**src/hw/rtl/ps2mpt_pkg.sv**
```systemverilog
// Package for the PS/2 mouse packet tracker.
// It holds the header bit masks, the phase type, the button codes and the register indexes.
// It has no dependencies.
package ps2mpt_pkg;

    localparam int unsigned PosWidth  = 12;
    localparam int unsigned CfgIdxW   = 2;

    localparam logic [7:0] HDR_ALWAYS_ONE = 8'h08;
    localparam logic [7:0] HDR_OVERFLOW   = 8'hC0;
    localparam logic [7:0] HDR_BTN_LEFT   = 8'h01;
    localparam logic [7:0] HDR_BTN_RIGHT  = 8'h02;
    localparam logic [7:0] HDR_BTN_MIDDLE = 8'h04;

    localparam logic [PosWidth-1:0] RESET_MAX_X = 12'd1024;
    localparam logic [PosWidth-1:0] RESET_MAX_Y = 12'd768;

    localparam logic [CfgIdxW-1:0] CFG_MAX_X = 2'd0;
    localparam logic [CfgIdxW-1:0] CFG_MAX_Y = 2'd1;

    typedef enum logic [1:0] {
        PH_HEADER = 2'd0,
        PH_X      = 2'd1,
        PH_Y      = 2'd2
    } phase_t;

    typedef enum logic [1:0] {
        BTN_NONE   = 2'd0,
        BTN_LEFT   = 2'd1,
        BTN_RIGHT  = 2'd2,
        BTN_MIDDLE = 2'd3
    } button_t;

endpackage

```
**src/hw/rtl/ps2_mouse_packet_tracker_core.sv**
```systemverilog
// Top level of the PS/2 mouse packet tracker.
// Assembles three-byte mouse packets and tracks a clamped pointer position.
// Depends on ps2mpt_pkg.
// A result is registered as the Y byte of its packet leaves the input register.
// Throughput: one byte per cycle; an input register feeds one step of logic and
// the result register; a result not yet taken stalls only a byte that gives one.
// Reset clears the packet phase and both positions and sets the limits to 1024 and 768.
module ps2_mouse_packet_tracker_core
    import ps2mpt_pkg::*;
(
    input  logic                 clk,
    input  logic                 rst_n,
    input  logic                 cfg_we,
    input  logic [CfgIdxW-1:0]   cfg_index,
    input  logic [PosWidth-1:0]  cfg_data,
    input  logic                 in_valid,
    output logic                 in_ready,
    input  logic                 from_aux,
    input  logic [7:0]           data_byte,
    output logic                 out_valid,
    input  logic                 out_ready,
    output logic [PosWidth-1:0]  x_position,
    output logic [PosWidth-1:0]  y_position,
    output logic [1:0]           button_code
);

    localparam int unsigned SumW = PosWidth + 2;

    logic [PosWidth-1:0] max_x_reg, max_y_reg;
    logic                s_valid_reg;
    logic                s_aux_reg;
    logic [7:0]          s_byte_reg;
    phase_t              phase_reg, phase_next;
    logic [7:0]          header_reg, header_next;
    logic [7:0]          xdelta_reg, xdelta_next;
    logic [PosWidth-1:0] pos_x_reg, pos_x_next;
    logic [PosWidth-1:0] pos_y_reg, pos_y_next;
    logic                out_valid_reg, out_valid_next;
    logic [PosWidth-1:0] x_out_reg, y_out_reg;
    logic [1:0]          btn_out_reg;

    logic                emit;
    logic                advance;
    logic signed [SumW-1:0] sum_x, sum_y;
    logic [PosWidth-1:0] new_x, new_y;
    button_t             btn;

    // Configuration registers.
    always_ff @(posedge clk or negedge rst_n)
    begin
        if (!rst_n)
        begin
            max_x_reg <= RESET_MAX_X;
            max_y_reg <= RESET_MAX_Y;
        end
        else if (cfg_we)
        begin
            if (cfg_index == CFG_MAX_X)
            begin
                max_x_reg <= cfg_data;
            end
            else if (cfg_index == CFG_MAX_Y)
            begin
                max_y_reg <= cfg_data;
            end
        end
    end

    // The packet completes on an aux byte in the Y phase; overflowed packets give no item.
    assign emit    = s_valid_reg && s_aux_reg && (phase_reg == PH_Y)
                     && ((header_reg & HDR_OVERFLOW) == 8'h00);
    assign advance = s_valid_reg && (!emit || !out_valid_reg || out_ready);
    assign in_ready = !s_valid_reg || advance;

    always_comb
    begin
        sum_x = $signed({2'b00, pos_x_reg})
                + $signed({{(SumW-8){xdelta_reg[7]}}, xdelta_reg});
        sum_y = $signed({2'b00, pos_y_reg})
                - $signed({{(SumW-8){s_byte_reg[7]}}, s_byte_reg});

        if (sum_x < 0)
        begin
            new_x = '0;
        end
        else if (sum_x[SumW-1:0] > {2'b00, max_x_reg})
        begin
            new_x = max_x_reg;
        end
        else
        begin
            new_x = sum_x[PosWidth-1:0];
        end

        if (sum_y < 0)
        begin
            new_y = '0;
        end
        else if (sum_y[SumW-1:0] > {2'b00, max_y_reg})
        begin
            new_y = max_y_reg;
        end
        else
        begin
            new_y = sum_y[PosWidth-1:0];
        end

        if ((header_reg & HDR_BTN_LEFT) != 8'h00)
        begin
            btn = BTN_LEFT;
        end
        else if ((header_reg & HDR_BTN_RIGHT) != 8'h00)
        begin
            btn = BTN_RIGHT;
        end
        else if ((header_reg & HDR_BTN_MIDDLE) != 8'h00)
        begin
            btn = BTN_MIDDLE;
        end
        else
        begin
            btn = BTN_NONE;
        end
    end

    // Next state of the packet assembler.
    always_comb
    begin
        phase_next  = phase_reg;
        header_next = header_reg;
        xdelta_next = xdelta_reg;
        pos_x_next  = pos_x_reg;
        pos_y_next  = pos_y_reg;
        if (advance && s_aux_reg)
        begin
            case (phase_reg)
                PH_X:
                begin
                    xdelta_next = s_byte_reg;
                    phase_next  = PH_Y;
                end
                PH_Y:
                begin
                    phase_next = PH_HEADER;
                    if (emit)
                    begin
                        pos_x_next = new_x;
                        pos_y_next = new_y;
                    end
                end
                default:
                begin
                    header_next = s_byte_reg;
                    phase_next  = ((s_byte_reg & HDR_ALWAYS_ONE) != 8'h00) ? PH_X : PH_HEADER;
                end
            endcase
        end
    end

    always_comb
    begin
        if (advance && emit)
        begin
            out_valid_next = 1'b1;
        end
        else if (out_ready)
        begin
            out_valid_next = 1'b0;
        end
        else
        begin
            out_valid_next = out_valid_reg;
        end
    end

    always_ff @(posedge clk or negedge rst_n)
    begin
        if (!rst_n)
        begin
            s_valid_reg   <= 1'b0;
            phase_reg     <= PH_HEADER;
            header_reg    <= '0;
            xdelta_reg    <= '0;
            pos_x_reg     <= '0;
            pos_y_reg     <= '0;
            out_valid_reg <= 1'b0;
        end
        else
        begin
            if (in_ready)
            begin
                s_valid_reg <= in_valid;
            end
            phase_reg     <= phase_next;
            header_reg    <= header_next;
            xdelta_reg    <= xdelta_next;
            pos_x_reg     <= pos_x_next;
            pos_y_reg     <= pos_y_next;
            out_valid_reg <= out_valid_next;
        end
    end

    // Payload registers carry no reset.
    always_ff @(posedge clk)
    begin
        if (in_ready && in_valid)
        begin
            s_aux_reg  <= from_aux;
            s_byte_reg <= data_byte;
        end
        if (advance && emit)
        begin
            x_out_reg   <= new_x;
            y_out_reg   <= new_y;
            btn_out_reg <= btn;
        end
    end

    assign out_valid   = out_valid_reg;
    assign x_position  = x_out_reg;
    assign y_position  = y_out_reg;
    assign button_code = btn_out_reg;

endmodule
```
**config.mk**
```make
export PLATFORM = sky130hd
export DESIGN_NAME = ps2_mouse_packet_tracker_core
export DESIGN_NICKNAME = d
export VERILOG_FILES = /design/src/hw/rtl/ps2mpt_pkg.sv /design/src/hw/rtl/ps2_mouse_packet_tracker_core.sv
export SDC_FILE = /design/constraint.sdc
export NUM_CORES = 1
export LEC_CHECK = 0
export BUFFER_PORTS_ARGS = -buffer_cell sky130_fd_sc_hd__buf_2
export CAP_MARGIN = 20
export CORE_MARGIN = 2
export CORE_UTILIZATION = 40
export CTS_BUF_LIST = sky130_fd_sc_hd__clkbuf_16
export CTS_CLUSTER_DIAMETER = 120
export DETAILED_ROUTE_END_ITERATION = 8
export PLACE_DENSITY_LB_ADDON = 0.1
export SLEW_MARGIN = 20
export SYNTH_ARGS = -nofsm -noshare
export SYNTH_HDL_FRONTEND = slang
export SYNTH_SLANG_ARGS = --single-unit
```
**constraint.sdc**
```tcl
create_clock -name clk -period 10.65 [get_ports clk]
set_input_delay 0.5325 -clock clk [delete_from_list [all_inputs] [get_ports clk]]
set_output_delay 0.5325 -clock clk [all_outputs]
set_load 0.005 [all_outputs]
```
==> results of run 1 <==
## Yosys cell counts (all sizes together) (3+ instances only)
master	count
dfrtp	62
nand2	56
ha	52
inv	52
nand3	52
a21oi	50
o21ai	41
edfxtp	35
mux2	26
o2111ai	24
o211ai	21
nor2	20
clkbuf	18
buf	14
xnor2	13
nor3	12
a21o	9
nand4	7
and3	6
xor2	6
a211oi	5
nand2b	5
a31o	4
mux2i	4
dfstp	3
nor2b	3
## placed cells by master, fill, tap and decap left out, types with 20 or more instances in the layout
cell	synthesis	layout
nand3_1	52	52
o211ai_1	20	20
mux2_2	25	25
dfrtp_1	62	62
edfxtp_1	35	35
ha_1	52	52
o21ai_0	22	22
nor2_1	20	20
a21oi_1	49	49
inv_1	51	51
buf_2	7	55
nand2_1	56	56
## final cells by class
type / instances / area [um2] / share of cell area [%]
sequential: 100 / 2681 / 38.25
timing repair buffer: 61 / 320.3 / 4.570
inverter: 52 / 195.2 / 2.785
clock inverter: 6 / 43.79 / 0.6248
tap: 211 / 264.0 / 3.767
multi-input combinational: 452 / 3254 / 46.43
clock buffer: 10 / 250.2 / 3.570
## worst max-delay path: stages, from the launching register on
cell      delay (ns)
dfrtp_1         0.36
ha_1            0.21
inv_1           0.07
fa_1            0.40
nor2b_1         0.21
o31ai_2         0.10
a31oi_1         0.40
o311ai_0        0.34
ha_1            0.40
and3_1          0.19
nand3_1         0.08
nor3_1          0.26
nor2_1          0.10
a21oi_1         0.78
nand2_1         0.53
o211ai_1        0.31
## kinds of logic (layout without fill, tap and decap cells)
| family | after synthesis | count (layout) | share of synthesized area (%) |
|---|---|---|---|
| AOI/OAI and AO/OA | 179 | 179 | 19.98 |
| and+or+nand+nor | 170 | 170 | 12.75 |
| DFF | 100 | 100 | 42.77 |
| buffers and inverters | 84 | 129 | 5.408 |
| adders and majority gates | 54 | 54 | 11.02 |
| muxes | 30 | 30 | 5.428 |
| xor gates and xnor gates | 19 | 19 | 2.654 |
## metrics by stage
step | area (um2) | power [mW] | cells
after floorplan | 6270 | 1.446 | 636
after global placement | 6715 | 1.699 | 876
after detailed placement | 6715 | 1.715 | 876
after CTS | 7009 | 2.060 | 892
after global routing | 7009 | 2.243 | 892
final | 7009 | 2.060 | 892
## where the power goes
group | leakage [nW] | switching [mW] | internal [mW]
Clock | 0.152 | 0.158 | 0.175
Combinational | 1.69 | 0.757 | 0.396
Sequential | 1.14 | 0.0722 | 0.502
## per-layer routing
metal  track usage [%]  vias up
li1                  -     2430
met2             29.38      158
met4             5.243        0
met5                 0        -
met3             3.840       13
met1             31.20     2408
## final timing paths
check                               from            end  slack, ns
min in group asynchronous          rst_n  pos_x_reg[11]       0.37
max in group asynchronous          rst_n  max_y_reg[10]       9.67
min reg2reg                header_reg[6]  header_reg[6]       0.51
min                         data_byte[6]  s_byte_reg[6]       0.35
max                         pos_x_reg[0]   pos_x_reg[2]       5.80
max reg2reg                 pos_x_reg[0]   pos_x_reg[2]       5.80
==> results by group, run 1 <==
Worst setup path
  • R2R depth: 15
  • Critical Path Fanout Max: 13
  • CP startpoint kind: register
  • Arrival @ worst endpoint: 5.11 ns
  • Required time of the worst setup path: 10.91 ns
  • Worst Setup Path Type: register to register
  • Worst Setup End Kind: register

Detailed routing
  • Vias per inst: 5.615
  • DR top layer: met4
  • Routed length per instance: 17.97 um
  • Post-Route WL: 16030 um
  • Pre-Repair DR Iteration Count: 6
  • DR vias: 5009
  • Routed wl met2: 6937 um
  • Routed Antenna Nets: 0
  • DRC Markers: 0
  • DR WL met3: 914 um
  • Wl on met1: 7979 um
  • DR iter-0 viols: 510

Status
  • Outcome: complete, no violations

Logic synthesis
  • Syn_nets: 718
  • Number of synthesized flops with an enable pin: 35
  • Synth top area share: 24.75%
  • Yosys top cell by area: dfrtp_1
  • Synth Cell Area: 6270 um2
  • Ys async rst share: 65.00%
  • Distinct cells, synth: 63
  • Seq cells post-synth: 100
  • Post-synthesis sequential area ratio: 42.77%
  • Syn Inst Count: 636
  • Synth area leaders: dfrtp_1 (25%), edfxtp_1 (17%), ha_1 (10%)
  • Syn Area/Cell: 9.858 um2
  • Synth Flop Type: dfrtp_1
  • Yosys warns: 0

STA
  • Final setup margin: 5.800 ns
  • Setup TNS: 0 ns
  • RSZ-0062 raised after global routing: no
  • Max Slew Vio Count: 0
  • Worst Tran Pin Value: 1.154 ns
  • Clock Skew: 0.01421 ns
  • Post-route minimum period: 4.850 ns
  • Fin. Hold Viols: 0
  • WHS: 0.3505 ns
  • Final period util: 45.54%
  • Setup violators final: 0
  • Fmax: 206.2 MHz
  • Slew headroom: 22.53%

Run
  • Number of max-cap violations: 0

Placed design
  • Count of input and output buffers: 55
  • Gpl congestion: 0.8328
  • Placed wire-length estimate: 11680 um
  • Pre-CTS setup slack: 5.837 ns

GRT
  • Global-route wire length before repair: 26320 um
  • Grt total ovfl: 0
  • Vias in the first global route: 4819
  • All-Layer GR Usage: 20.34%
  • Antenna violations before repair: 0
  • Largest net degree at the start of global routing: 73

CTS
  • TritonCTS buffer count: 9
  • H-tree Lvls: 3
  • Clock Path Buffers: 2
  • CTS resizes: 0
  • CTS Hold Buffers Added: 0
  • CTS Sinks: 100
  • Post-CTS Setup Bufs: 0
  • Cell at the root of the clock tree: clkbuf_16
  • Clk Latency, worst-skew pair: 0.36 ns
  • Worst-path clk slew: 0.08 ns
  • CTS tree: built

Floorplan
  • Ports: 56
  • Die Y: 129.2 um
  • Chip width: 129.2 um
  • Row count: 45
  • Die area: 16690 um2
  • Starting Density: 41.09%
  • CORE AREA: 15260 um2

Finish
  • Nets@finish: 758
  • Layout cell share with drive strength beyond 1: 18.65%
  • Area growth syn-to-layout: 11.79%
  • # diodes: 0
  • Final Util: 45.94%
  • Fillers: 1467

Hold path
  • Worst hold path depth: 1
  • Hold crit path type: primary input to register

Power
  • Pwr dens: 294.0 nW/um2
  • Leakage: 2.979 nW
  • Worst vdd ir: 215.4 uV
(Power assumes the default switching activity.)
==> run 2: changes to the inputs <==
==> constraint.sdc (replaced) <==
create_clock -name clk -period 3.95 [get_ports clk]
set_input_delay 0.1975 -clock clk [delete_from_list [all_inputs] [get_ports clk]]
set_output_delay 0.1975 -clock clk [all_outputs]
set_load 0.005 [all_outputs]
==> run 2 against run 1 <==
Final cell count up 4.3%. Clock skew down 0.0018 ns. Cell area up 7.0%. Worst hold slack worse by 0.33 ns. Combinational power rose to 3.3 times the previous value. Register-to-register slack worse by 5.6 ns. Sequential cell count unchanged. Clock-buffer cell count down 1. Critical path depth down 1. Highest routed layer unchanged.
==> results by group, run 2 (same netlist as run 1, synthesis figures left out) <==
CTS
  • Cell at the root of the clock tree: clkbuf_16 (unchanged)
  • CTS Sinks: 100 (unchanged)
  • CTS tree: built (unchanged)
  • Worst-path clk slew: 0.07 ns (was 0.08 ns)
  • H-tree Lvls: 3 (unchanged)
  • Clock Path Buffers: 2 (unchanged)
  • Clk Latency, worst-skew pair: 0.36 ns (about the same)
  • TritonCTS buffer count: 9 (unchanged)

Finish
  • Sequential Area: 2683 um2 (was 2681 um2)
  • Cell area after layout: 7498 um2 (was 7009 um2)
  • Most frequent cells in the layout: dfrtp_1 (61), nand2_1 (56), buf_2 (55), nand3_1 (52), ha_1 (51) (was dfrtp_1 (62), nand2_1 (56), buf_2 (55), nand3_1 (52), ha_1 (52))
  • Area growth syn-to-layout: 19.60% (was 11.79%)
  • Layout cell share with drive strength beyond 1: 26.70% (was 18.65%)
  • Multi-input gate area: 3420 um2 (was 3254 um2)
  • Non-filler instance count after layout: 930 (was 892)
  • Commonest non-fill, non-tap cell in the layout: dfrtp_1 (unchanged)
  • # diodes: 0 (unchanged)
  • Nets@finish: 796 (was 758)
  • Fillers: 1436 (was 1467)

Worst setup path
  • R2r setup slk: 0.19 ns (was 5.80 ns)
  • Worst Setup Path Type: register to register (unchanged)
  • Worst Setup End Kind: register (unchanged)
  • Reg2Reg Capture Point: y_position[7] (was pos_x_reg[2])
  • Delay-heaviest family, CP: compound AO/OA/AOI/OAI gates (unchanged)
  • CP startpoint kind: register (unchanged)
  • CP Cell Sequence: ha_1 -> o21ai_0 -> a2111oi_2 -> nor2_1 -> nor2b_1 -> xnor2_1 -> ha_1 -> nand4_1 -> nor2_1 -> a211oi_2 -> o22ai_2 -> buf_4 -> o21ai_0 -> a21oi_1 (was ha_1 -> inv_1 -> fa_1 -> nor2b_1 -> o31ai_2 -> a31oi_1 -> o311ai_0 -> ha_1 -> and3_1 -> nand3_1 -> nor3_1 -> nor2_1 -> a21oi_1 -> nand2_1 -> o211ai_1)
  • Required time of the worst setup path: 4.01 ns (was 10.91 ns)
  • CP startpoint: pos_y_reg[2] (was pos_x_reg[0])
  • R2R depth: 14 (was 15)
  • Critical Path Fanout Max: 7 (was 13)
  • Worst path max stage delay: 0.43 ns (was 0.78 ns)
  • Arrival @ worst endpoint: 3.82 ns (was 5.11 ns)
  • WP buf/inv: 1 (unchanged)
  • Critical register-to-register path startpoint: pos_y_reg[2] (was pos_x_reg[0])
  • Crit-path slowest cell: dfrtp_1 (was a21oi_1)

Power
  • Leakage: 3.207 nW (was 2.979 nW)
  • Pwr dens: 830.6 nW/um2 (was 294.0 nW/um2)
  • Total Power: 6.229 mW (was 2.060 mW)
  • Worst vdd ir: 484.1 uV (was 215.4 uV)

Floorplan
  • CORE AREA: 15260 um2 (unchanged)
  • Chip width: 129.2 um (unchanged)
  • Die Y: 129.2 um (unchanged)
  • Die area: 16690 um2 (unchanged)
  • Starting Density: 41.09% (unchanged)
  • Row count: 45 (unchanged)
  • Ports: 56 (unchanged)

Hold path
  • HP Start: data_byte[7] (was data_byte[6])
  • Hold crit path type: primary input to register (unchanged)
  • Worst hold path depth: 1 (unchanged)
  • WHS Endpoint: s_byte_reg[7] (was s_byte_reg[6])

Placed design
  • Area post-placement: 7008 um2 (was 6715 um2)
  • Count of input and output buffers: 55 (unchanged)
  • Gpl congestion: 0.8515 (was 0.8328)
  • Cells after DPL: 910 (was 876)
  • Placed wire-length estimate: 12500 um (was 11680 um)

Detailed routing
  • Routed Antenna Nets: 0 (unchanged)
  • Pre-Repair DR Iteration Count: 5 (was 6)
  • Vias per inst: 5.520 (was 5.615)
  • DR vias: 5134 (was 5009)
  • Post-Route WL: 16570 um (was 16030 um)
  • DR iter-0 viols: 367 (was 510)
  • Routed length per instance: 17.81 um (was 17.97 um)
  • DRC Markers: 0 (unchanged)

STA
  • Setup violators final: 0 (unchanged)
  • Fmax: 265.7 MHz (was 206.2 MHz)
  • Max Slew Vio Count: 0 (unchanged)
  • Post-route minimum period: 3.763 ns (was 4.850 ns)
  • Fin. Hold Viols: 0 (unchanged)
  • Final period util: 95.27% (was 45.54%)
  • Worst Tran Pin Value: 0.9737 ns (was 1.154 ns)
  • Slew headroom: 34.62% (was 22.53%)
  • Clock Skew: 0.01240 ns (was 0.01421 ns)

GRT
  • Global-route wire length before repair: 26560 um (was 26320 um)
  • Largest net degree at the start of global routing: 47 (was 73)
  • Grt total ovfl: 0 (unchanged)
  • Antenna violations before repair: 0 (unchanged)
  • Vias in the first global route: 4825 (was 4819)
  • All-Layer GR Usage: 20.63% (was 20.34%)

Status
  • Outcome: complete, no violations (unchanged)

Run
  • Number of max-cap violations: 0 (unchanged)
run 2: cell count changes in the layout (fill, tap and decap cells not counted), sizes merged:
cell | previous run | this run
buf | 61 | 98
clkbuf | 10 | 9
clkinv | 1 | 2
clkinvlp | 0 | 1
dlygate4sd3 | 0 | 1
inv | 57 | 56
run 2: worst max path at each step:
stage                     endpoint  slack (ns)  depth (start not counted)
CTS                  y_position[2]      0.0002                         17
detailed placement   y_position[2]        0.03                         17
global placement    y_position[11]         0.1                         17
global route         y_position[7]       -0.02                         14
floorplan            x_position[0]        0.30                         16
finish               y_position[7]        0.19                         14
run 2: where the power goes:
group          switching, mW  internal, mW  leakage [nW]
clock network          0.436         0.444         0.143
logic                   2.24          1.55          1.92
registers              0.206          1.35          1.14
total                   2.88          3.34          3.21
run 2: layout make-up:
type | instances | area share [%]
clock buffer | 9 | 3.004
clock inverter | 7 | 0.8844
timing repair buffer | 99 | 8.610
multi-input combinational | 452 | 45.60
sequential | 100 | 35.78
tap | 211 | 3.521
inverter | 52 | 2.603
run 2: per-layer routing:
metal	up-vias	wire, um	global-route usage [%]
li1	2515	-	-
met1	2480	8629	32.44
met2	132	7149	29.91
met3	7	646	3.220
met4	0	142	4.220
met5	-	0	0
run 2: per-stage QoR:
step           utilization (%)  hold slack (ns)  setup slack, ns  setup TNS (ns)
2_1_floorplan                -         -0.09809           0.2972               0
3_3_place_gp             45.93           0.3743          0.09868               0
3_5_place_dp             45.93           0.3756          0.03196               0
4_1_cts                  47.84         0.005330        0.0002029               0
5_1_grt                  49.14         0.002077         -0.01983        -0.05552
6_report                 49.14          0.01672           0.1869               0
run 2: timing repair:
action                                  in CTS  in global routing
hold buffers                                 0                  1
buffers inserted                             0                  2
endpoints found under the setup margin       0                 48
resized for setup                            0                 36
endpoints found under the hold margin        0                 42
==> run 3: changes to the inputs <==
--- a/config.mk
+++ b/config.mk
@@ -13,6 +13,7 @@
 export CTS_CLUSTER_DIAMETER = 120
 export DETAILED_ROUTE_END_ITERATION = 8
 export PLACE_DENSITY_LB_ADDON = 0.1
+export REMOVE_ABC_BUFFERS = 1
 export SLEW_MARGIN = 20
 export SYNTH_ARGS = -nofsm -noshare
 export SYNTH_HDL_FRONTEND = slang
==> run 3 against run 2 <==
Power is 1.6% higher. Via count is 1.1% higher. Worst hold slack worse by 0.00050 ns. Critical path depth is 2 higher. Cell area is 1.0% higher. Sequential power hardly changed. Global-route usage is 0.34 points higher. Largest power group unchanged.
==> results by group, run 3 (same netlist as run 1, synthesis figures left out) <==
CTS
  • Cell at the root of the clock tree: clkbuf_16 (unchanged)
  • TritonCTS buffer count: 9 (unchanged)
  • CTS Sinks: 100 (unchanged)
  • CTS tree: built (unchanged)
  • H-tree Lvls: 3 (unchanged)
  • Clk Latency, worst-skew pair: 0.35 ns (was 0.36 ns)
  • Worst-path clk slew: 0.08 ns (was 0.07 ns)
  • Clock Path Buffers: 2 (unchanged)

Status
  • Outcome: complete, no violations (unchanged)

Floorplan
  • Die area: 16690 um2 (unchanged)
  • Ports: 56 (unchanged)
  • CORE AREA: 15260 um2 (unchanged)
  • Starting Density: 41.09% (unchanged)
  • Die Y: 129.2 um (unchanged)
  • Chip width: 129.2 um (unchanged)
  • Row count: 45 (unchanged)

Worst setup path
  • Worst Setup Path Type: register to register (unchanged)
  • R2R depth: 16 (was 14)
  • Crit path top cell by count: buf_4
  • Crit-path slowest cell: edfxtp_1 (was dfrtp_1)
  • CP Cell Sequence: inv_1 -> ha_1 -> buf_4 -> a21oi_1 -> o21ai_1 -> nor3_1 -> a21oi_2 -> xnor2_2 -> ha_1 -> nand4_1 -> buf_4 -> or3_4 -> o22a_2 -> buf_4 -> nand3_1 -> a21oi_1 (was ha_1 -> o21ai_0 -> a2111oi_2 -> nor2_1 -> nor2b_1 -> xnor2_1 -> ha_1 -> nand4_1 -> nor2_1 -> a211oi_2 -> o22ai_2 -> buf_4 -> o21ai_0 -> a21oi_1)
  • WP buf/inv: 4 (was 1)
  • Required time of the worst setup path: 4.04 ns (was 4.01 ns)
  • Critical register-to-register path startpoint: s_byte_reg[6] (was pos_y_reg[2])
  • Reg2Reg Capture Point: y_position[4] (was y_position[7])
  • Arrival @ worst endpoint: 3.91 ns (was 3.82 ns)
  • R2r setup slk: 0.13 ns (was 0.19 ns)
  • Worst path max stage delay: 0.43 ns (about the same)
  • CP startpoint kind: register (unchanged)
  • Worst Setup End Kind: register (unchanged)
  • Critical Path Fanout Max: 9 (was 7)
  • Delay-heaviest family, CP: simple AND/OR/NAND/NOR gates (was compound AO/OA/AOI/OAI gates)

Finish
  • Nets@finish: 806 (was 796)
  • Commonest non-fill, non-tap cell in the layout: dfrtp_1 (unchanged)
  • # diodes: 0 (unchanged)
  • Layout cell share with drive strength beyond 1: 27.71% (was 26.70%)
  • Fillers: 1430 (was 1436)
  • Area growth syn-to-layout: 20.81% (was 19.60%)
  • Most frequent cells in the layout: dfrtp_1 (62), nand2_1 (56), buf_2 (55), nand3_1 (52), inv_1 (50) (was dfrtp_1 (61), nand2_1 (56), buf_2 (55), nand3_1 (52), ha_1 (51))

Placed design
  • Pre-CTS setup slack: -0.1016 ns (was 0.03196 ns)
  • Count of input and output buffers: 55 (unchanged)
  • Placed wire-length estimate: 12490 um (was 12500 um)
  • Gpl congestion: 0.8527 (was 0.8515)

STA
  • Fin. Hold Viols: 0 (unchanged)
  • Fmax: 261.7 MHz (was 265.7 MHz)
  • Max Slew Vio Count: 0 (unchanged)
  • Clock Skew: 0.01046 ns (was 0.01240 ns)
  • Slew headroom: 35.66% (was 34.62%)
  • Post-route minimum period: 3.821 ns (was 3.763 ns)
  • Final setup margin: 0.1294 ns (was 0.1869 ns)
  • Worst Tran Pin Value: 0.9627 ns (was 0.9737 ns)
  • Setup violators final: 0 (unchanged)
  • Final period util: 96.72% (was 95.27%)

GRT
  • Global Route met2 Usage: 34.71% (was 29.91%)
  • Largest net degree at the start of global routing: 66 (was 47)
  • Global-route wire length before repair: 27010 um (was 26560 um)
  • Busiest grt layer: met2 (was met1)
  • All-Layer GR Usage: 20.97% (was 20.63%)
  • Antenna violations before repair: 0 (unchanged)
  • Met3 Resource Use GR: 3.344% (was 3.220%)
  • Vias in the first global route: 5028 (was 4825)
  • M1 GR Usage: 28.43% (was 32.44%)
  • Grt total ovfl: 0 (unchanged)

Detailed routing
  • Pre-Repair DR Iteration Count: 5 (unchanged)
  • DR iter-0 viols: 337 (was 367)
  • Post-Route WL: 16850 um (was 16570 um)
  • DRC Markers: 0 (unchanged)
  • Routed Antenna Nets: 0 (unchanged)
  • Vias per inst: 5.522 (was 5.520)
  • DR vias: 5191 (was 5134)
  • Routed length per instance: 17.92 um (was 17.81 um)

Power
  • Total Power: 6.329 mW (was 6.229 mW)
  • Worst vdd ir: 556.6 uV (was 484.1 uV)
  • Pwr dens: 835.5 nW/um2 (was 830.6 nW/um2)
  • Leakage: 3.255 nW (was 3.207 nW)

Hold path
  • WHS Endpoint: s_byte_reg[4] (was s_byte_reg[7])
  • Worst hold path depth: 1 (unchanged)
  • HP Start: data_byte[4] (was data_byte[7])
  • Hold crit path type: primary input to register (unchanged)

Run
  • Number of max-cap violations: 0 (unchanged)
-- run 3: per-stage QoR --
stage | hold slack [ns] | util, % | cell area, um2 | instances | setup TNS, ns
finish | 0.01621 | 49.64 | 7575 | 940 | 0
global route | 0.002569 | 49.64 | 7575 | 940 | -0.3572
CTS | 0.002541 | 48.41 | 7386 | 934 | 0
detailed placement | 0.3760 | 46.32 | 7068 | 918 | -0.5956
global placement | 0.3757 | 46.32 | 7068 | 918 | 0
floorplan | -0.09809 | - | 6126 | 604 | -1.047
-- run 3: layout make-up --
type                       count  area (um2)  area share, %
inverter                      52       195.2          2.577
timing repair buffer         109       724.4          9.564
clock buffer                   9       225.2          2.973
multi-input combinational    452        3413          45.06
sequential                   100        2681          35.40
tap                          211       264.0          3.485
clock inverter                 7       71.32         0.9415
-- run 3: layer usage --
layer,share of wire [%],vias to the layer above
met5,0,-
met4,1.9,0
met3,2.7,22
met2,49,103
met1,46,2538
li1,-,2528
-- run 3: timing repair --
action	4_1_cts	5_1_grt
resized for setup	4	32
buffers inserted	0	5
hold buffers	0	1
endpoints found under the hold margin	0	1
setup endpoints to repair	11	48
pin swaps	2	13
-- run 3: worst max path at each step --
stage / end / cells past startpoint / startpoint
after floorplan: pos_y_reg[11] / 16 / pos_y_reg[0]
after global placement: pos_x_reg[1] / 14 / xdelta_reg[1]
after detailed placement: y_position[7] / 18 / pos_y_reg[0]
after CTS: pos_x_reg[1] / 16 / xdelta_reg[7]
after global routing: y_position[2] / 16 / s_byte_reg[6]
final: y_position[4] / 16 / s_byte_reg[6]
-- run 3: worst reg2reg max path, delay by kind of cell (launching register included) --
| family | cells | cell delay, ns |
|---|---|---|
| simple gates | 4 | 0.87 |
| buf+inv | 4 | 0.68 |
| compound gates | 5 | 0.82 |
| fa+ha+maj | 2 | 0.59 |
| flops | 1 | 0.43 |
| xor+xnor | 1 | 0.18 |
-- run 3: power breakdown --
part	switching, mW	internal [mW]
clock	0.448	0.446
combinational	2.27	1.63
sequential	0.180	1.35
total	2.90	3.43
